<file path="config.mk">
export PLATFORM = sky130hd
export DESIGN_NAME = button_debounce_hold_repeat
export DESIGN_NICKNAME = d
export VERILOG_FILES = /design/src/rtl/core/bdhr_pkg.sv /design/src/rtl/core/button_debounce_hold_repeat.sv
export SDC_FILE = /design/constraint.sdc
export NUM_CORES = 1
export LEC_CHECK = 0
export BUFFER_PORTS_ARGS = -buffer_cell sky130_fd_sc_hd__buf_2
export CORE_MARGIN = 10
export CORE_UTILIZATION = 35
export CTS_BUF_LIST = sky130_fd_sc_hd__clkbuf_8
export DETAILED_ROUTE_END_ITERATION = 7
export GPL_ROUTABILITY_DRIVEN = 0
export PLACE_DENSITY = 0.62
export SYNTH_ARGS = -nofsm -noshare
export SYNTH_HDL_FRONTEND = slang
export SYNTH_SLANG_ARGS = --single-unit
</file>
<file path="constraint.sdc">
create_clock -name clock -period 10.3 [get_ports clock]
set_clock_uncertainty 0.05 [all_clocks]
set_input_delay 3.09 -clock clock [delete_from_list [all_inputs] [get_ports clock]]
set_output_delay 3.09 -clock clock [all_outputs]
set_load 0.01 [all_outputs]
</file>
<file path="src/rtl/core/bdhr_pkg.sv">
`timescale 1ns / 1ps
// ----------------------------------------------------------------------------
// bdhr_pkg
// Shared types, status codes and register indexes for the button debounce,
// hold and repeat block.
// ----------------------------------------------------------------------------
package bdhr_pkg;

   localparam int NOW_W     = 32;
   localparam int ANALOG_W  = 10;
   localparam int STATUS_W  = 3;
   localparam int TIME_W    = 16;
   localparam int KIND_W    = 2;
   localparam int COUNT_W   = 8;
   localparam int CSR_IDX_W = 3;
   localparam int CSR_DAT_W = 16;

   localparam int CLICK_RATIO_DEF = 4;

   // analog window half width
   localparam logic [ANALOG_W:0] ANALOG_WINDOW = 11'd50;

   typedef logic [STATUS_W-1:0] status_type;

   localparam status_type ST_UP       = 3'd0;
   localparam status_type ST_DEBOUNCE = 3'd1;
   localparam status_type ST_DOWN     = 3'd2;
   localparam status_type ST_HELD     = 3'd3;
   localparam status_type ST_RELEASED = 3'd4;

   typedef logic [KIND_W-1:0] kind_type;

   localparam kind_type KIND_DIGITAL = 2'd0;
   localparam kind_type KIND_ANALOG  = 2'd1;
   localparam kind_type KIND_NULL    = 2'd2;
   localparam kind_type KIND_AUTO    = 2'd3;

   typedef logic [CSR_IDX_W-1:0] csr_idx_type;

   localparam csr_idx_type CSR_BUTTON_KIND   = 3'd0;
   localparam csr_idx_type CSR_PRESSED_LEVEL = 3'd1;
   localparam csr_idx_type CSR_ANALOG_CENTER = 3'd2;
   localparam csr_idx_type CSR_DEBOUNCE_TIME = 3'd3;
   localparam csr_idx_type CSR_HOLD_TIME     = 3'd4;
   localparam csr_idx_type CSR_REPEAT_TIME   = 3'd5;
   localparam csr_idx_type CSR_DASH_TIME     = 3'd6;
   localparam csr_idx_type CSR_DASH_COUNT    = 3'd7;

endpackage

</file>
<file path="src/rtl/core/button_debounce_hold_repeat.sv">
`timescale 1ns / 1ps
// ----------------------------------------------------------------------------
// button_debounce_hold_repeat
// Debounced button with first-hold delay, repeat and dash repeat, plus
// analog window, null and periodic auto-click button kinds.
// ----------------------------------------------------------------------------
//  channel | dir | handshake           | payload
//  req     | in  | req_valid/req_stall | req_now_ms, req_pin_level, req_analog_sample
//  rsp     | out | rsp_valid/rsp_stall | rsp_button_status
//  csr     | in  | csr_wr_en           | csr_addr, csr_wdata
//
//  One beat per cycle sustained while rsp is not stalled; req goes to rsp via the sample and rsp registers.
//  Sample register feeds one pass of state update logic into the rsp register.
//  Synchronous active-high reset clears state and valid flags and loads config defaults.
//  A stalled rsp holds; req keeps accepting while the sample register is free.
// ----------------------------------------------------------------------------
module button_debounce_hold_repeat #(
   parameter int CLICK_RATIO = bdhr_pkg::CLICK_RATIO_DEF
) (
   input  logic                                 clock,
   input  logic                                 reset,
   input  logic                                 req_valid,
   output logic                                 req_stall,
   input  logic [bdhr_pkg::NOW_W-1:0]           req_now_ms,
   input  logic                                 req_pin_level,
   input  logic [bdhr_pkg::ANALOG_W-1:0]        req_analog_sample,
   output logic                                 rsp_valid,
   input  logic                                 rsp_stall,
   output logic [bdhr_pkg::STATUS_W-1:0]        rsp_button_status,
   input  logic                                 csr_wr_en,
   input  logic [bdhr_pkg::CSR_IDX_W-1:0]       csr_addr,
   input  logic [bdhr_pkg::CSR_DAT_W-1:0]       csr_wdata
);
   import bdhr_pkg::*;

   localparam int PERIOD_W = TIME_W + $clog2(CLICK_RATIO + 1);
   localparam logic [PERIOD_W-1:0] RATIO = PERIOD_W'(CLICK_RATIO);
   localparam logic [PERIOD_W-1:0] PERIOD_RST = PERIOD_W'(CLICK_RATIO * 200);

   // configuration
   kind_type              kind_ff;
   logic                  level_ff;
   logic [ANALOG_W-1:0]   center_ff;
   logic [TIME_W-1:0]     debounce_ff;
   logic [TIME_W-1:0]     hold_ff;
   logic [TIME_W-1:0]     repeat_ff;
   logic [TIME_W-1:0]     dash_ff;
   logic [COUNT_W-1:0]    dash_cnt_ff;
   logic [PERIOD_W-1:0]   period_ff;

   // sample register
   logic                  s1_valid_ff;
   logic [NOW_W-1:0]      s1_now_ff;
   logic                  s1_pin_ff;
   logic [ANALOG_W-1:0]   s1_sample_ff;

   // button state
   status_type            status_ff,  status_in;
   logic [NOW_W-1:0]      down_ff,    down_in;
   logic [NOW_W-1:0]      last_ff,    last_in;
   logic                  holding_ff, holding_in;
   logic [COUNT_W-1:0]    rcount_ff,  rcount_in;

   logic                  rsp_valid_ff;
   status_type            rsp_status_ff;

   logic                  advance;
   logic                  take_req;

   assign advance   = s1_valid_ff && !(rsp_valid_ff && rsp_stall);
   assign req_stall = s1_valid_ff && !advance;
   assign take_req  = req_valid && !req_stall;

   assign rsp_valid         = rsp_valid_ff;
   assign rsp_button_status = rsp_status_ff;

   always_ff @(posedge clock) begin
      if (reset) begin
         kind_ff     <= KIND_DIGITAL;
         level_ff    <= 1'b0;
         center_ff   <= 10'd512;
         debounce_ff <= 16'd50;
         hold_ff     <= 16'd1000;
         repeat_ff   <= 16'd200;
         dash_ff     <= 16'd50;
         dash_cnt_ff <= 8'd5;
         period_ff   <= PERIOD_RST;
      end else if (csr_wr_en) begin
         unique case (csr_addr)
            CSR_BUTTON_KIND:   kind_ff     <= csr_wdata[KIND_W-1:0];
            CSR_PRESSED_LEVEL: level_ff    <= csr_wdata[0];
            CSR_ANALOG_CENTER: center_ff   <= csr_wdata[ANALOG_W-1:0];
            CSR_DEBOUNCE_TIME: debounce_ff <= csr_wdata;
            CSR_HOLD_TIME:     hold_ff     <= csr_wdata;
            CSR_REPEAT_TIME: begin
               repeat_ff <= csr_wdata;
               period_ff <= PERIOD_W'(RATIO * {{(PERIOD_W-TIME_W){1'b0}}, csr_wdata});
            end
            CSR_DASH_TIME:     dash_ff     <= csr_wdata;
            CSR_DASH_COUNT:    dash_cnt_ff <= csr_wdata[COUNT_W-1:0];
            default: ;
         endcase
      end
   end

   always_ff @(posedge clock) begin
      if (reset) begin
         s1_valid_ff <= 1'b0;
      end else if (take_req) begin
         s1_valid_ff <= 1'b1;
      end else if (advance) begin
         s1_valid_ff <= 1'b0;
      end
   end

   always_ff @(posedge clock) begin
      if (take_req) begin
         s1_now_ff    <= req_now_ms;
         s1_pin_ff    <= req_pin_level;
         s1_sample_ff <= req_analog_sample;
      end
   end

   // ---- one pass of state update ----
   logic [NOW_W-1:0]    lat;
   logic [NOW_W-1:0]    auto_base;
   logic [NOW_W-1:0]    elapsed;
   logic [NOW_W-1:0]    auto_elapsed;
   logic [ANALOG_W:0]   samp_ext;
   logic [ANALOG_W:0]   cent_ext;
   logic                sensed;
   logic                press;
   logic [TIME_W-1:0]   thr;

   always_comb begin
      status_in  = status_ff;
      down_in    = down_ff;
      holding_in = holding_ff;
      rcount_in  = rcount_ff;

      // backwards time drops the last action mark
      lat     = (s1_now_ff < last_ff) ? '0 : last_ff;
      last_in = lat;

      samp_ext = {1'b0, s1_sample_ff};
      cent_ext = {1'b0, center_ff};
      if (kind_ff == KIND_ANALOG) begin
         sensed = (samp_ext + ANALOG_WINDOW >= cent_ext) &&
                  (samp_ext <= cent_ext + ANALOG_WINDOW);
      end else begin
         sensed = s1_pin_ff;
      end
      press = (sensed == level_ff);

      elapsed = s1_now_ff - down_ff;
      thr     = holding_ff ? ((rcount_ff > dash_cnt_ff) ? dash_ff : repeat_ff) : hold_ff;

      auto_base = (s1_now_ff < down_ff) ? '0 : down_ff;
      if (auto_base < lat) begin
         auto_base = lat;
      end
      auto_elapsed = s1_now_ff - auto_base;

      if (kind_ff == KIND_NULL) begin
         status_in = ST_UP;
      end else if (kind_ff == KIND_AUTO) begin
         if (auto_elapsed > {{(NOW_W-PERIOD_W){1'b0}}, period_ff}) begin
            down_in   = s1_now_ff;
            status_in = ST_RELEASED;
         end else begin
            down_in   = auto_base;
            status_in = ST_DOWN;
         end
      end else begin
         unique case (status_ff)
            ST_UP: begin
               holding_in = 1'b0;
               rcount_in  = '0;
               if (press) begin
                  status_in = ST_DEBOUNCE;
                  down_in   = s1_now_ff;
                  last_in   = s1_now_ff;
               end
            end
            ST_DEBOUNCE: begin
               if (!press) begin
                  status_in = ST_UP;
               end else if (elapsed > {{(NOW_W-TIME_W){1'b0}}, debounce_ff}) begin
                  status_in = ST_DOWN;
               end
            end
            ST_DOWN: begin
               last_in = s1_now_ff;
               if (!press) begin
                  status_in = holding_ff ? ST_UP : ST_RELEASED;
               end else if (elapsed > {{(NOW_W-TIME_W){1'b0}}, thr}) begin
                  status_in = ST_HELD;
                  // saturating repeat count
                  if (rcount_ff <= dash_cnt_ff && rcount_ff != '1) begin
                     rcount_in = rcount_ff + 1'b1;
                  end
               end
            end
            ST_HELD: begin
               holding_in = 1'b1;
               last_in    = s1_now_ff;
               if (press) begin
                  status_in = ST_DOWN;
                  down_in   = s1_now_ff;
               end else begin
                  status_in = ST_RELEASED;
               end
            end
            ST_RELEASED: begin
               status_in  = ST_UP;
               last_in    = s1_now_ff;
               holding_in = 1'b0;
               rcount_in  = '0;
            end
            default: ;
         endcase
      end
   end

   always_ff @(posedge clock) begin
      if (reset) begin
         status_ff  <= ST_UP;
         down_ff    <= '0;
         last_ff    <= '0;
         holding_ff <= 1'b0;
         rcount_ff  <= '0;
      end else if (advance) begin
         status_ff  <= status_in;
         down_ff    <= down_in;
         last_ff    <= last_in;
         holding_ff <= holding_in;
         rcount_ff  <= rcount_in;
      end
   end

   always_ff @(posedge clock) begin
      if (reset) begin
         rsp_valid_ff <= 1'b0;
      end else if (advance) begin
         rsp_valid_ff <= 1'b1;
      end else if (!rsp_stall) begin
         rsp_valid_ff <= 1'b0;
      end
   end

   always_ff @(posedge clock) begin
      if (advance) begin
         rsp_status_ff <= status_in;
      end
   end

endmodule

</file>
# ---- Yosys cells after proc, flatten, opt, wreduce, memory -nomap -nowiden
# Cells that the tools add are included.
dict set report totals {
  ff_bits 209
  inputBits 67
  out_inout_bits 5
  wordCells 120
}
dict set report op_classes {
  n_addsub 5
  n_lt_le_gt_ge 10
  eq_ne 20
  n_mux 34
  bitwise_logic 2
  reduce_logical 30
}
# op n
set ops {}
lappend ops {{$mux 32} 10}
lappend ops {{$lt 32x32->1} 3}
lappend ops {{$gt 32x16->1} 2}
lappend ops {{$pmux 32 s2} 1}
lappend ops {{$sub 32x32->32} 2}
lappend ops {{$gt 32x18->1} 1}
lappend ops {{$mux 16} 2}
lappend ops {{$mux 3} 10}
lappend ops {{$mux 8} 3}
lappend ops {{$add 10x6->11 const B} 2}
lappend ops {{$pmux 8 s2} 1}
lappend ops {{$reduce_and 2->1} 8}
lappend ops {{$eq 3x3->1 const B} 5}
lappend ops {{$pmux 3 s5} 1}
lappend ops {{$eq 3x2->1 const B} 4}
lappend ops {{$ge 11x10->1} 1}
lappend ops {{$le 10x11->1} 1}
lappend ops {{$reduce_bool 2->1} 5}
lappend ops {{$add 8x1->8 const B} 1}
lappend ops {{$gt 8x8->1} 1}
lappend ops {{$le 8x8->1} 1}
lappend ops {{$ne 8x8->1 const B} 1}
lappend ops {{$reduce_and 4->1} 2}
lappend ops {{$reduce_and 7->1} 1}
lappend ops {{other kinds (14)} 32}

# ---- Logic depth before layout (Yosys ltp)
dict set report depth {
  ltp_word 9
  mapped_depth 52
  depth_no_buf 47
}

# ---- Worst setup path after synthesis
# No wires, ideal clock.
dict set report synth_timing {
  path_type {register to register}
  from {register s1_now_ff[0]}
  to {register rsp_status_ff[2] (netlist: rsp_button_status[2]) (data pin)}
  setup_ns 0.255
  arrival_ns 10.043
  t_required_ns 9.995
  slack_ns -0.048
  stages_incl_launch_ff 49
  path_buffers 3
  period_less_slack_ns 10.348
  cell_sequence {edfxtp_1 > inv_1 > ha_1 > inv_1 > fa_1 > a211oi_2 > o211ai_1 > a211oi_2 > o31ai_4 > a41oi_4 > clkbuf_1 > buf_1 > nor2_1 > ha_1 > a2111oi_0 > o21ai_1 > o22ai_1 > o41ai_1 > [13 not listed] > a21oi_1 > o31ai_1 > xor2_1 > ha_1 > a21o_1 > a21o_1 > a221o_1 > a21o_1 > a21o_1 > a21o_1 > a21oi_1 > a21o_1 > and4b_1 > o211ai_1 > or4_1 > a2111oi_0 > nand4b_1 > and2_1}
}
dict set report synth_via {
  elab_chain_cells 9
  elab_cells_between_ends 19
  classes_between {2 x add/sub; 6 x order compare; 11 x mux}
}
# item line
set synth_lines {}
lappend synth_lines {{from (decl)} button_debounce_hold_repeat.sv:53} ;# logic [NOW_W-1:0] s1_now_ff;
lappend synth_lines {{from (signal assigned)} button_debounce_hold_repeat.sv:118} ;# s1_now_ff <= req_now_ms;
lappend synth_lines {{$lt 32x32->1, on equally long branches} {button_debounce_hold_repeat.sv:158, button_debounce_hold_repeat.sv:142}}
lappend synth_lines {{$mux 32, on equally long branches} {button_debounce_hold_repeat.sv:158, button_debounce_hold_repeat.sv:142}}
lappend synth_lines {{$lt 32x32->1} button_debounce_hold_repeat.sv:159} ;# if (auto_base < lat) begin
lappend synth_lines {{$mux 32} button_debounce_hold_repeat.sv:159}
lappend synth_lines {{$sub 32x32->32} button_debounce_hold_repeat.sv:162} ;# auto_elapsed = s1_now_ff - auto_base;
lappend synth_lines {{$gt 32x18->1} button_debounce_hold_repeat.sv:167} ;# if (auto_elapsed > {{(NOW_W-PERIOD_W){1'b0}}, period_ff}) begin
lappend synth_lines {{$mux 3} button_debounce_hold_repeat.sv:167}
lappend synth_lines {{$mux 3 (*)} button_debounce_hold_repeat.sv:166} ;# end else if (kind_ff == KIND_AUTO) begin
lappend synth_lines {{$mux 3 (*)} button_debounce_hold_repeat.sv:164} ;# if (kind_ff == KIND_NULL) begin
lappend synth_lines {{net status_in[2]} button_debounce_hold_repeat.sv:58} ;# status_type status_ff, status_in;
lappend synth_lines {{to (signal assigned)} button_debounce_hold_repeat.sv:253} ;# rsp_status_ff <= status_in;
lappend synth_lines {{to (decl)} button_debounce_hold_repeat.sv:65} ;# status_type rsp_status_ff;
# Mark *: on every way through the listed nets, which the timed path passes. The rest lies on a longest branch.
# A chain may end at the register's enable or synchronous reset.

# ---- Final worst setup path
# Same ends and word-level chain as after synthesis.

==> impl_metrics.toml <==
[status]
status = "completed"

[die]
io_pins = 72
initial_utilization_pct = 35.4
fp-row-count = 80
coreArea_um2 = 47600
die-area_um2 = 57300
fp.dieW_um = 239
die_h_um = 239

[layout]
multi_input_area_um2 = 11500
drive_gt1_share_pct = 13.7
syn2layout_area_growth_pct = 15.9
finalNetCount = 2546
regArea_um2 = 4640
num-fill-cells = 4805

[logic_synthesis]
synth.distinct_cells = 86
syn-num-nets = 2447
yosysTopAreaCell = "dfxtp_1"
avgSynthCellArea_um2 = 7.74
ys.warnings.count = 0
synth_area_leaders = "dfxtp_1 (19%), ha_1 (15%), edfxtp_1 (8.2%)"
synthTopCellsByCount = "nand2_1 (320), a21oi_1 (210), ha_1 (200)"
ys_async_sr_fraction_pct = 0
yosysSeqAreaShare_pct = 27.6
netlist.area_leader.share_pct = 19.4
synthMostInstantiatedCell = "nand2_1"
syn_inst = 2178
netlist_area_um2 = 16900
synthFlopType = "dfxtp_1"
synth_edf_count = 46
ys_ff_latch = 209

[clock_tree]
path_clk_slew_ns = 0.06
cts_num_sinks = 209
cts_tree = "done"
clkLatencyLatePin_ns = 0.62
ctsRootBufferMaster = "clkbuf_8"
cts_made_buffers = 39
clockBufferDepth = 3
cts_max_level = 2

[global_route]
grt_max_degree = 93
grt_pass1_vias = 15600
gr-usage-all-layers_pct = 18.8
grt-ovfl-total = 0
grt_pass1_wl_um = 86400
antenna_found_initial = 2

[placement]
hpwl_um = 41200
io_buffers = 71
dpl_worst_slack_ns = -0.115

[critical_path]
crit_fanout = 6
r2r_start = "s1_now_ff[0]"
reg2reg_depth = 48
crit_arrival_ns = 10.41
crit_path_frequent_cell = "a21o_1"
max_stage_delay_ns = 0.55
reg2reg_to = "rsp_button_status[2]"
crit_slowest_cell = "or4_4"
crit_type = "register to register"
crit_required_ns = 10.61
r2r_slack_ns = 0.20
startpoint_type = "register"
end_kind = "register"

[timing]
slew_headroom_pct = 7.03
setup_slack_ns = 0.197
hold_viol_final = 0
period_needed_ns = 10.10
fin_crit_sh_pct = 98.1
slew_violations = 0
max_freq_ghz = 0.0990
tightest_slew_ns = 1.39
finalSetupViolCount = 0
rsz0062_at_grt = "true"

[pwr]
power.density_nw_per_um2 = 146
p_leak_nw = 7.69
p_total_mw = 2.85
max-vdd-ir-drop_uv = 85.7

[worst_hold_path]
min_from = "hold_ff[4]"
min_path_type = "register to register"
holdPathStages = 2
hold_end = "hold_ff[4]"

[route]
wl_um = 56000
drt_iter0_drc = 1497
antenna_left = 0
drt_first_pass_iters = 6
drc = 0
routedWlPerCell_um = 19.2
via_per_inst = 5.66
via_count = 16500

[run]
drv_cap = 0
## repair_timing
action                                  4_1_cts  5_1_grt
hold endpoints to repair                      0        0
gates cloned                                  0        1
hold buffers                                  0        0
gates resized for setup                       4       95
pin swaps                                     1       55
endpoints found under the setup margin        3       36
buffers inserted                              1       27
## stage by stage
step,cells,setup TNS [ns],cell area (µm²),utilization [%],hold WS (ns)
2_1_floorplan,2178,0,16900,-,0.383
5_1_grt,2922,-0.885,19500,41.0,0.424
6_report,2923,0,19500,41.0,0.402
3_5_place_dp,2822,-0.171,18100,37.9,0.396
4_1_cts,2893,0,18900,39.7,0.404
3_3_place_gp,2822,0,18100,37.9,0.390
## cells in the final DEF (no fill, tap or decap), types with 13 or more instances in the layout
master,count
a22oi_1,31
a21oi_1,203
inv_1,196
mux2i_1,26
xor2_1,16
nor2_1,159
a221o_1,34
nor2b_1,21
edfxtp_1,46
o21ai_0,93
nand4_1,50
nand2b_1,64
nand2_1,317
o211ai_1,14
nand3b_1,13
xnor2_1,35
nand3_1,55
dfxtp_1,163
and3_1,13
nor3_1,25
o21a_1,22
buf_4,77
ha_1,189
buf_2,70
a21o_1,50
clkbuf_8,45
or3_1,14
## area by class of cell
| type | count | share of cell area, % |
|---|---|---|
| Sequential cell | 209 | 23.8 |
| Tap cell | 615 | 3.94 |
| Clock buffer | 45 | 3.17 |
| Inverter | 186 | 3.57 |
| Timing Repair Buffer | 159 | 5.58 |
| Clock inverter | 25 | 0.871 |
| Antenna cell | 2 | 0.0256 |
| Multi-Input combinational cell | 1682 | 59.1 |
## where the power goes
group / total [mW] / internal (mW) / switching (mW)
logic: 1.09 / 0.437 / 0.657
registers: 0.908 / 0.874 / 0.0339
clock network: 0.845 / 0.453 / 0.393
total: 2.85 / 1.76 / 1.08
## worst max-delay path by stage
stage | slack, ns | endpoint | depth (start not counted) | start
after global placement | 0.17 | rsp_button_status[2] | 44 | s1_now_ff[0]
after detailed placement | -0.11 | rsp_button_status[2] | 46 | s1_now_ff[0]
after floorplan | 0.06 | rsp_button_status[2] | 48 | s1_now_ff[0]
after CTS | 0.01 | rsp_button_status[2] | 45 | s1_now_ff[0]
final | 0.20 | rsp_button_status[2] | 48 | s1_now_ff[0]
after global routing | -0.23 | rsp_button_status[2] | 48 | s1_now_ff[0]
## kinds of logic (layout without fill, tap and decap cells)
logic type                 Yosys count  in the layout  synth area share [%]
muxes                               29             29                  1.76
other                                0              2                     0
and+or+nand+nor                    794            794                  22.2
buffers and inverters              287            415                  6.74
adders and majority gates          202            202                  15.1
DFF                                209            209                  27.6
xor gates and xnor gates            51             51                  2.65
AOI/OAI and AO/OA                  606            606                  24.0
## per-layer routing
layer	global-route usage, %	up-vias	part of all wire, %
met5	0	-	0
met4	7.24	0	3.7
met3	3.31	137	7.3
met2	29.6	611	44
met1	25.0	7813	45
li1	-	7970	-
## worst max-delay path, delay by kind of cell, from the launching register on
kind	cells	cell delay (ns)
compound gates	25	4.74
fa+ha+maj	5	1.34
flops	1	0.40
buf+inv	6	0.67
xor+xnor	1	0.16
simple gates	11	2.48
## registers in the layout, summed over array words and instances (netlist names), 2 cells and up
signal             count
down_ff               32
last_ff               32
s1_now_ff             32
dash_ff               16
debounce_ff           16
hold_ff               16
period_ff             16
center_ff             10
s1_sample_ff          10
dash_cnt_ff            8
rcount_ff              8
rsp_button_status      3
status_ff              3
kind_ff                2
No activity file was read; power rests on OpenSTA's default activity.
